**src/hdl/iapd_pkg.sv**
```systemverilog
package iapd_pkg;

  localparam int unsigned MAX_PARTIES = 8;
  localparam int unsigned STACK_DEPTH = 16;
  localparam int unsigned QUEUE_DEPTH = 16;

  localparam int unsigned PARTY_W     = 3;
  localparam int unsigned SLOT_W      = 4;
  localparam int unsigned PC_W        = 4;
  localparam int unsigned FILL_W      = 5;
  localparam int unsigned LIM_W       = 5;
  localparam int unsigned STK_ENTRIES = MAX_PARTIES * STACK_DEPTH;
  localparam int unsigned QUE_ENTRIES = MAX_PARTIES * QUEUE_DEPTH;

  typedef enum logic [1:0] {
    ACT_ADD_INT  = 2'd0,
    ACT_ADD_PROC = 2'd1,
    ACT_SEND     = 2'd2,
    ACT_OPERATE  = 2'd3
  } action_e;

  localparam logic [7:0] ERR_QUEUE_FULL = 8'd0;
  localparam logic [7:0] ERR_STACK_FULL = 8'd1;
  localparam logic [7:0] ERR_NOTHING    = 8'd2;

  localparam int unsigned CFG_IDX_W  = 3;
  localparam int unsigned CFG_DATA_W = 5;

  typedef enum logic [CFG_IDX_W-1:0] {
    CFG_PARTY_COUNT  = 3'd0,
    CFG_CLIENT_STACK = 3'd1,
    CFG_CLIENT_QUEUE = 3'd2,
    CFG_SERVER_STACK = 3'd3,
    CFG_SERVER_QUEUE = 3'd4
  } cfg_idx_e;

  typedef struct packed {
    logic [1:0] action;
    logic [2:0] party;
    logic [7:0] item_char;
  } cmd_t;

  typedef struct packed {
    logic [2:0] log_party;
    logic       is_error;
    logic [7:0] log_value;
    logic       last_entry;
  } log_t;

endpackage

```
**src/hdl/iapd_if.sv**
```systemverilog
interface iapd_cmd_if;
  import iapd_pkg::*;
  logic valid;
  logic ready;
  cmd_t data;
  modport source (output valid, output data, input ready);
  modport sink (input valid, input data, output ready);
endinterface

interface iapd_log_if;
  import iapd_pkg::*;
  logic valid;
  logic ready;
  log_t data;
  modport source (output valid, output data, input ready);
  modport sink (input valid, input data, output ready);
endinterface

```
**src/hdl/interrupt_and_process_dispatcher_top.sv**
```systemverilog
// A command passes the front queue, then the engine's issue step in ST_IDLE,
// ST_EXEC for send and operate, and the log states ST_OUT1 (and ST_OUT2);
// an add that reports a full stack or queue goes from issue straight to ST_OUT1.
// The engine takes no new command until it is back in ST_IDLE; log stalls hold it.
// Reset (rst_ni low, async) empties all stacks and queues and restores the
// configuration registers to 8, 16, 16, 16, 16.
module interrupt_and_process_dispatcher_top
  import iapd_pkg::*;
(
  input  logic                  clk_i,
  input  logic                  rst_ni,
  input  logic                  cfg_we_i,
  input  logic [CFG_IDX_W-1:0]  cfg_idx_i,
  input  logic [CFG_DATA_W-1:0] cfg_data_i,
  iapd_cmd_if.sink              cmd,
  iapd_log_if.source            log
);
  logic [PC_W-1:0]  pc_q;
  logic [LIM_W-1:0] cs_q, cq_q, ss_q, sq_q;

  always_ff @(posedge clk_i or negedge rst_ni) begin
    if (!rst_ni) begin
      pc_q <= 4'd8; cs_q <= 5'd16; cq_q <= 5'd16; ss_q <= 5'd16; sq_q <= 5'd16;
    end else if (cfg_we_i) begin
      unique case (cfg_idx_i)
        CFG_PARTY_COUNT:  pc_q <= cfg_data_i[PC_W-1:0];
        CFG_CLIENT_STACK: cs_q <= cfg_data_i;
        CFG_CLIENT_QUEUE: cq_q <= cfg_data_i;
        CFG_SERVER_STACK: ss_q <= cfg_data_i;
        CFG_SERVER_QUEUE: sq_q <= cfg_data_i;
        default: ;
      endcase
    end
  end

  logic q_valid, q_pop;
  cmd_t q_data;

  iapd_front u_front (
    .clk_i, .rst_ni, .cmd,
    .q_valid_o(q_valid), .q_data_o(q_data), .q_pop_i(q_pop)
  );

  iapd_back u_back (
    .clk_i, .rst_ni,
    .q_valid_i(q_valid), .q_data_i(q_data), .q_pop_o(q_pop),
    .party_count_i(pc_q), .cs_lim_i(cs_q), .cq_lim_i(cq_q),
    .ss_lim_i(ss_q), .sq_lim_i(sq_q), .log
  );
endmodule

```
**src/hdl/iapd_front.sv**
```systemverilog
// Two-entry command queue feeding the engine.
module iapd_front
  import iapd_pkg::*;
(
  input  logic         clk_i,
  input  logic         rst_ni,
  iapd_cmd_if.sink     cmd,
  output logic         q_valid_o,
  output cmd_t         q_data_o,
  input  logic         q_pop_i
);
  cmd_t       mem_q [2];
  logic [1:0] cnt_q, cnt_d;
  logic       rd_q, wr_q;
  logic       push;

  assign cmd.ready = (cnt_q != 2'd2);
  assign push      = cmd.valid && cmd.ready;
  assign q_valid_o = (cnt_q != 2'd0);
  assign q_data_o  = mem_q[rd_q];

  always_comb begin
    cnt_d = cnt_q + {1'b0, push} - {1'b0, q_pop_i};
  end

  always_ff @(posedge clk_i or negedge rst_ni) begin
    if (!rst_ni) begin
      cnt_q <= '0;
      rd_q  <= 1'b0;
      wr_q  <= 1'b0;
    end else begin
      cnt_q <= cnt_d;
      if (push) wr_q <= ~wr_q;
      if (q_pop_i) rd_q <= ~rd_q;
    end
  end

  always_ff @(posedge clk_i) begin
    if (push) mem_q[wr_q] <= cmd.data;
  end
endmodule

```
**src/hdl/iapd_back.sv**
```systemverilog
// Executes one command: the issue cycle updates fills and reads the stack
// and queue, the exec cycle (send and operate only) forwards a sent item to
// the server queue, then one or two log entries go out; an error-free add logs none.
module iapd_back
  import iapd_pkg::*;
(
  input  logic             clk_i,
  input  logic             rst_ni,
  input  logic             q_valid_i,
  input  cmd_t             q_data_i,
  output logic             q_pop_o,
  input  logic [PC_W-1:0]  party_count_i,
  input  logic [LIM_W-1:0] cs_lim_i,
  input  logic [LIM_W-1:0] cq_lim_i,
  input  logic [LIM_W-1:0] ss_lim_i,
  input  logic [LIM_W-1:0] sq_lim_i,
  iapd_log_if.source       log
);
  typedef enum logic [3:0] {
    ST_IDLE  = 4'b0001,
    ST_EXEC  = 4'b0010,
    ST_OUT1  = 4'b0100,
    ST_OUT2  = 4'b1000
  } state_e;

  function automatic logic [LIM_W-1:0] clamp_lim(logic [LIM_W-1:0] lim,
                                                  logic [LIM_W-1:0] hi);
    logic [LIM_W-1:0] r;
    r = lim;
    if (r == '0) r = LIM_W'(1);
    if (r > hi) r = hi;
    return r;
  endfunction

  state_e state_q, state_d;

  logic [7:0] stk_mem [STK_ENTRIES];
  logic [7:0] que_mem [QUE_ENTRIES];
  logic [FILL_W-1:0] sfill_q [MAX_PARTIES];
  logic [FILL_W-1:0] qfill_q [MAX_PARTIES];
  logic [SLOT_W-1:0] qhead_q [MAX_PARTIES];

  action_e            act;
  logic [PC_W-1:0]    np_c, last_c;
  logic [PARTY_W-1:0] p, srv, tp;
  logic               p_ok, is_srv;
  logic [LIM_W-1:0]   scap, qcap, sqcap;
  logic               s_full, q_full, take_cmd, stk_hit, que_hit;
  logic [SLOT_W-1:0]  stk_top, p_tail;
  logic               start;

  action_e            act_q;
  logic [PARTY_W-1:0] tp_q, srv_q;
  logic               hit_q, from_stk_q, two_q;
  logic [7:0]         rd_stk_q, rd_que_q;
  log_t               ent0_q, ent1;

  logic [7:0]         take_v;
  logic               fwd_full, fwd, fwd_err;
  logic [SLOT_W-1:0]  srv_tail;

  logic                      stk_we, que_we;
  logic [PARTY_W+SLOT_W-1:0] stk_waddr, que_waddr;
  logic [7:0]                que_wdata;

  // decode of the command at the head of the queue
  always_comb begin
    act  = action_e'(q_data_i.action);
    np_c = party_count_i;
    if (np_c < PC_W'(2)) np_c = PC_W'(2);
    if (np_c > PC_W'(MAX_PARTIES)) np_c = PC_W'(MAX_PARTIES);
    last_c   = np_c - PC_W'(1);
    srv      = last_c[PARTY_W-1:0];
    p        = q_data_i.party;
    p_ok     = {1'b0, p} < np_c;
    is_srv   = (p == srv);
    scap     = clamp_lim(is_srv ? ss_lim_i : cs_lim_i, LIM_W'(STACK_DEPTH));
    qcap     = clamp_lim(is_srv ? sq_lim_i : cq_lim_i, LIM_W'(QUEUE_DEPTH));
    sqcap    = clamp_lim(sq_lim_i, LIM_W'(QUEUE_DEPTH));
    s_full   = sfill_q[p] >= scap;
    q_full   = qfill_q[p] >= qcap;
    p_tail   = qhead_q[p] + qfill_q[p][SLOT_W-1:0];
    take_cmd = (act == ACT_OPERATE) || (act == ACT_SEND && p_ok);
    tp       = (act == ACT_OPERATE) ? srv : p;
    stk_hit  = sfill_q[tp] != '0;
    que_hit  = qfill_q[tp] != '0;
    stk_top  = sfill_q[tp][SLOT_W-1:0] - SLOT_W'(1);
  end

  assign start   = (state_q == ST_IDLE) && q_valid_i;
  assign q_pop_o = start;

  assign take_v   = from_stk_q ? rd_stk_q : rd_que_q;
  assign fwd_full = qfill_q[srv_q] >= sqcap;
  assign srv_tail = qhead_q[srv_q] + qfill_q[srv_q][SLOT_W-1:0];
  assign fwd_err  = (act_q == ACT_SEND) && hit_q && fwd_full;
  assign fwd      = (state_q == ST_EXEC) && (act_q == ACT_SEND) && hit_q && !fwd_full;

  assign stk_we    = start && (act == ACT_ADD_INT) && p_ok && !s_full;
  assign stk_waddr = {p, sfill_q[p][SLOT_W-1:0]};

  // one queue write port shared by add process and the forward to the server
  always_comb begin
    que_we    = 1'b0;
    que_waddr = {p, p_tail};
    que_wdata = q_data_i.item_char;
    if (start && (act == ACT_ADD_PROC) && p_ok && !q_full) begin
      que_we = 1'b1;
    end else if (fwd) begin
      que_we    = 1'b1;
      que_waddr = {srv_q, srv_tail};
      que_wdata = take_v;
    end
  end

  always_comb begin
    state_d = state_q;
    unique case (state_q)
      ST_IDLE: if (start) begin
        unique case (act)
          ACT_ADD_INT:  if (p_ok && s_full) state_d = ST_OUT1;
          ACT_ADD_PROC: if (p_ok && q_full) state_d = ST_OUT1;
          ACT_SEND, ACT_OPERATE: if (take_cmd) state_d = ST_EXEC;
        endcase
      end
      ST_EXEC: state_d = ST_OUT1;
      ST_OUT1: if (log.ready) state_d = two_q ? ST_OUT2 : ST_IDLE;
      ST_OUT2: if (log.ready) state_d = ST_IDLE;
      default: state_d = ST_IDLE;
    endcase
  end

  always_ff @(posedge clk_i or negedge rst_ni) begin
    if (!rst_ni) begin
      state_q    <= ST_IDLE;
      act_q      <= ACT_ADD_INT;
      tp_q       <= '0;
      srv_q      <= '0;
      hit_q      <= 1'b0;
      from_stk_q <= 1'b0;
      two_q      <= 1'b0;
      ent0_q     <= '0;
      for (int i = 0; i < MAX_PARTIES; i++) begin
        sfill_q[i] <= '0;
        qfill_q[i] <= '0;
        qhead_q[i] <= '0;
      end
    end else begin
      state_q <= state_d;
      if (start) begin
        act_q      <= act;
        tp_q       <= tp;
        srv_q      <= srv;
        hit_q      <= stk_hit || que_hit;
        from_stk_q <= stk_hit;
        two_q      <= 1'b0;
        if (act == ACT_ADD_INT && p_ok) begin
          if (s_full) ent0_q <= '{p, 1'b1, ERR_STACK_FULL, 1'b1};
          else sfill_q[p] <= sfill_q[p] + FILL_W'(1);
        end
        if (act == ACT_ADD_PROC && p_ok) begin
          if (q_full) ent0_q <= '{p, 1'b1, ERR_QUEUE_FULL, 1'b1};
          else qfill_q[p] <= qfill_q[p] + FILL_W'(1);
        end
        // newest interrupt first, else oldest process
        if (take_cmd) begin
          if (stk_hit) begin
            sfill_q[tp] <= sfill_q[tp] - FILL_W'(1);
          end else if (que_hit) begin
            qhead_q[tp] <= qhead_q[tp] + SLOT_W'(1);
            qfill_q[tp] <= qfill_q[tp] - FILL_W'(1);
          end
        end
      end
      if (state_q == ST_EXEC) begin
        if (hit_q) begin
          ent0_q <= '{tp_q, 1'b0, take_v, !fwd_err};
          two_q  <= fwd_err;
          if (fwd) qfill_q[srv_q] <= qfill_q[srv_q] + FILL_W'(1);
        end else begin
          ent0_q <= '{tp_q, 1'b1, ERR_NOTHING, 1'b1};
        end
      end
    end
  end

  always_ff @(posedge clk_i) begin
    if (stk_we) stk_mem[stk_waddr] <= q_data_i.item_char;
    if (que_we) que_mem[que_waddr] <= que_wdata;
    if (start && take_cmd) begin
      rd_stk_q <= stk_mem[{tp, stk_top}];
      rd_que_q <= que_mem[{tp, qhead_q[tp]}];
    end
  end

  assign ent1      = '{srv_q, 1'b1, ERR_QUEUE_FULL, 1'b1};
  assign log.valid = (state_q == ST_OUT1) || (state_q == ST_OUT2);
  assign log.data  = (state_q == ST_OUT2) ? ent1 : ent0_q;
endmodule

```
**src/flat_wrapper.sv**
```systemverilog
// flat-port wrapper written by rule: the top's interface ports become plain ports
module interrupt_and_process_dispatcher_top_flat import iapd_pkg::*;
  (clk_i, rst_ni, cfg_we_i, cfg_idx_i, cfg_data_i, cmd_valid, cmd_data, cmd_ready, log_valid, log_data, log_ready);
  iapd_cmd_if cmd_i ();
  iapd_log_if log_i ();
  input  logic clk_i;
  input  logic rst_ni;
  input  logic cfg_we_i;
  input  logic [CFG_IDX_W-1:0] cfg_idx_i;
  input  logic [CFG_DATA_W-1:0] cfg_data_i;
  input wire logic [$bits(cmd_i.valid)-1:0] cmd_valid;
  input wire logic [$bits(cmd_i.data)-1:0] cmd_data;
  output wire logic [$bits(cmd_i.ready)-1:0] cmd_ready;
  output wire logic [$bits(log_i.valid)-1:0] log_valid;
  output wire logic [$bits(log_i.data)-1:0] log_data;
  input wire logic [$bits(log_i.ready)-1:0] log_ready;
  assign cmd_i.valid = cmd_valid;
  assign cmd_i.data = cmd_data;
  assign cmd_ready = cmd_i.ready;
  assign log_valid = log_i.valid;
  assign log_data = log_i.data;
  assign log_i.ready = log_ready;
  interrupt_and_process_dispatcher_top u_core (.clk_i(clk_i), .rst_ni(rst_ni), .cfg_we_i(cfg_we_i), .cfg_idx_i(cfg_idx_i), .cfg_data_i(cfg_data_i), .cmd(cmd_i), .log(log_i));
endmodule
```
**config.mk**
```make
export PLATFORM = sky130hd
export DESIGN_NAME = interrupt_and_process_dispatcher_top_flat
export DESIGN_NICKNAME = d
export VERILOG_FILES = /design/src/hdl/iapd_pkg.sv /design/src/hdl/iapd_if.sv /design/src/hdl/interrupt_and_process_dispatcher_top.sv /design/src/hdl/iapd_front.sv /design/src/hdl/iapd_back.sv /design/src/flat_wrapper.sv
export SDC_FILE = /design/constraint.sdc
export NUM_CORES = 2
export LEC_CHECK = 0
export ABC_AREA = 1
export BUFFER_PORTS_ARGS = -buffer_cell sky130_fd_sc_hd__buf_2
export CORE_UTILIZATION = 45
export CTS_CLUSTER_DIAMETER = 200
export DETAILED_ROUTE_END_ITERATION = 6
export GPL_TIMING_DRIVEN = 0
export PLACE_DENSITY = 0.65
export SYNTH_ARGS = -nofsm -noshare
export SYNTH_HDL_FRONTEND = slang
export SYNTH_SLANG_ARGS = --single-unit
```
**constraint.sdc**
```tcl
create_clock -name clk_i -period 9.5 [get_ports clk_i]
set_input_delay 1.9 -clock clk_i [delete_from_list [all_inputs] [get_ports clk_i]]
set_output_delay 1.9 -clock clk_i [all_outputs]
set_load 0.005 [all_outputs]
```
==> results.json <==
{
  "status": "finished, violations left",
  "violations": "max-capacitance violations, max-slew violations",
  "cts_tree": "yes",
  "grt_pass1_vias": 76700,
  "cts-root-buf": "clkbuf_16",
  "synth_area_sq_um": 106000,
  "num_vias": 81900,
  "tns_ns": 0,
  "grt-ovfl-total": 0,
  "ant_nets": 0,
  "yosysSeqAreaShare_pct": 63.2,
  "place_area_sq_um": 112000,
  "path_common_cell": "nand2_1",
  "worstSetupEndpointType": "register",
  "hold_violations": 0,
  "cp_max_fo": 10,
  "cp_slowest_stage_delay_ns": 0.93,
  "cts.repair.resized": 0,
  "setup_viol": 0,
  "ys_types": 55,
  "routed_wl_um": 373000,
  "grt_pass1_wl_um": 530000,
  "synth_fp_nets": 10500,
  "avgSynthCellArea_sq_um": 10.1,
  "period_needed_ns": 8.20,
  "rows": 177,
  "final.period_utilization_pct": 86.3,
  "hold_path.class": "reg -> reg",
  "mostFrequentLayoutCell": "nand2_1",
  "fin_area_sq_um": 119000,
  "fin_skew_ns": 0.0897,
  "worstSetupStartpointType": "register",
  "critPathArrivalTime_ns": 8.74,
  "fin_util_pct": 51.2,
  "numPlacedInstances": 13700,
  "cts_buffer_depth": 3,
  "gp_congestion": 1.01,
  "wire_per_inst_um": 26.4,
  "final_cells": 14200,
  "cts.sinks": 2258,
  "synth_largest_area_cell": "edfxtp_1",
  "synth_top_area_share_pct": 59.2,
  "clk_latency_ns": 0.92,
  "max_freq_ghz": 0.122,
  "first_pass_iters": 6,
  "yosysWarnings": 0,
  "die-area_sq_um": 237000,
  "fin_nets": 10900,
  "rsz0062_at_grt": "no",
  "synth-seq-cells": 2258,
  "slowest_stage": "nor2_1",
  "layout_common_cells": "2116 x nand2_1, 2090 x edfxtp_1, 1958 x nand3_1, 1402 x inv_1, 882 x nand3b_1",
  "clk_pin_slew_ns": 0.06,
  "crit_type": "reg -> reg",
  "fillerInstances": 20900,
  "drtIter0Drc": 11500,
  "htree_levels": 4,
  "drv_slew": 55,
  "postCtsHoldBufs": 0,
  "fp.dieW_um": 487,
  "antenna_found_initial": 17,
  "grt_start_max_net_pins": 97,
  "hpwlAfterDp_um": 265000,
  "worst_slew_margin_rel_pct": -4.19,
  "post_drt_via_cell_ratio": 5.79,
  "tightestPinTransition_ns": 1.56,
  "ios": 41,
  "cap_violations": 6,
  "path_cells": "buf_6, buf_2, nand2_1, o21ai_1, nand3_1, buf_2, inv_1, nand2_1, nand4_1, clkinv_1, ha_1, nand2_1, inv_1, a221oi_1, nand4_1, nor2_1, nand2_1, clkbuf_1, nor2_1",
  "grt_usage_pct": 30.9,
  "drive_above_1_share_pct": 8.37,
  "core_region_area_sq_um": 233000,
  "initial_core_util_pct": 45.4,
  "drc_errors": 0,
  "cp.required_ns": 10.03,
  "synth_area_leaders": "edfxtp_1 59%, nand3_1 9.2%, nand2_1 7.5%",
  "syn_inst": 10500,
  "die_h_um": 487,
  "cts_made_buffers": 233,
  "cts_setup_buffers": 0,
  "areaGrowthSynthToFinish_pct": 12.7,
  "io_buffers": 40
}
[worst paths after layout]
| check | startpoint | endpoint | slack (ns) | cells past startpoint |
|---|---|---|---|---|
| min in group asynchronous | rst_ni | u_core.u_back.qfill_q[6] | 0.94 | 1 |
| min reg2reg | u_core.cs_q[3] | u_core.cs_q[3] | 0.49 | 2 |
| max | u_core.u_front.rd_q | u_core.u_back.stk_mem[69][3] | 1.30 | 19 |
| max in group asynchronous | rst_ni | u_core.u_back.sfill_q[32] | 7.51 | 2 |
| max reg2reg | u_core.u_front.rd_q | u_core.u_back.stk_mem[69][3] | 1.30 | 19 |
| min | u_core.cs_q[3] | u_core.cs_q[3] | 0.49 | 2 |
[flip-flops by register name (all words and copies together) (netlist names), 3 cells and up]
signal and cells:
u_core.sq_q 5, u_core.u_front.mem_q 26, u_core.u_back.rd_stk_q 8, u_core.u_back.state_q 4
u_core.u_back.stk_mem 1024, u_core.ss_q 5, u_core.pc_q 4, u_core.cs_q 5
u_core.u_back.tp_q 3, u_core.u_back.que_mem 1024, u_core.u_back.rd_que_q 8, u_core.u_back.srv_q 3
u_core.cq_q 5, u_core.u_back.qfill_q 40, u_core.u_back.ent0_q 13, u_core.u_back.sfill_q 40
u_core.u_back.qhead_q 32
[cell families after synthesis]
kind of cell	Yosys count	share of synthesized area [%]
simple gates	5670	26.0
flops	2258	63.2
buf+inv	2051	7.83
compound gates	447	2.38
fa+ha+maj	35	0.427
xor+xnor	15	0.138
mux	1	0.00944
[worst max-delay path, delay by kind of cell (launching register included)]
family          cells  cell delay, ns
compound gates      2            0.72
buf+inv             7            2.32
flops               1            0.34
fa+ha+maj           1            0.45
simple gates        9            3.95
[metal layers]
metal | global-route usage, % | up-vias | part of all wire (%)
met5 | 0 | - | 0.0048
met2 | 47.7 | 5011 | 45
met4 | 16.2 | 4 | 5.7
met3 | 5.89 | 946 | 11
met1 | 41.5 | 39800 | 39
li1 | - | 36100 | -
[synthesized netlist by cell type (all sizes together)]
| master | count |
|---|---|
| mux2i | 1 |
| nor2 | 606 |
| buf | 383 |
| nor4 | 2 |
| dfrtp | 162 |
| nand3 | 1976 |
| a21oi | 71 |
| clkinv | 4 |
| o211a | 1 |
| nand4 | 31 |
| o2111ai | 4 |
| o221ai | 3 |
| or4 | 3 |
| o21ai | 253 |
| inv | 1427 |
| nand3b | 882 |
| a221oi | 17 |
| edfxtp | 2090 |
| a21o | 2 |
| o22ai | 71 |
| or2 | 8 |
| dfstp | 6 |
| a211oi | 1 |
| a31oi | 8 |
| a32o | 1 |
| nand2 | 2145 |
| a22oi | 15 |
| ha | 33 |
| fa | 2 |
| nor3 | 17 |
| xnor2 | 7 |
| clkbuf | 237 |
| xor2 | 8 |
[stage by stage]
stage,setup slack [ns],hold WS [ns]
2_1_floorplan,0.476,0.453
3_3_place_gp,-11.82,0.468
6_report,1.30,0.488
3_5_place_dp,1.66,0.477
5_1_grt,1.20,0.508
4_1_cts,1.60,0.492
[layout make-up]
cell class / instances / area [sq um] / share of cell area [%]
Tap cell: 3132 / 3920 / 3.28
Clock buffer: 281 / 6080 / 5.09
Timing Repair Buffer: 97 / 1570 / 1.31
Sequential cell: 2258 / 67000 / 56.1
Clock inverter: 153 / 1690 / 1.41
Antenna cell: 10 / 25.0 / 0.0209
Buffer: 620 / 2930 / 2.45
Multi-Input combinational cell: 6168 / 30900 / 25.9
Inverter: 1431 / 5370 / 4.50
Power is not shown: default switching activity piles up to over one toggle a cycle in this logic, so the estimate is an artifact.
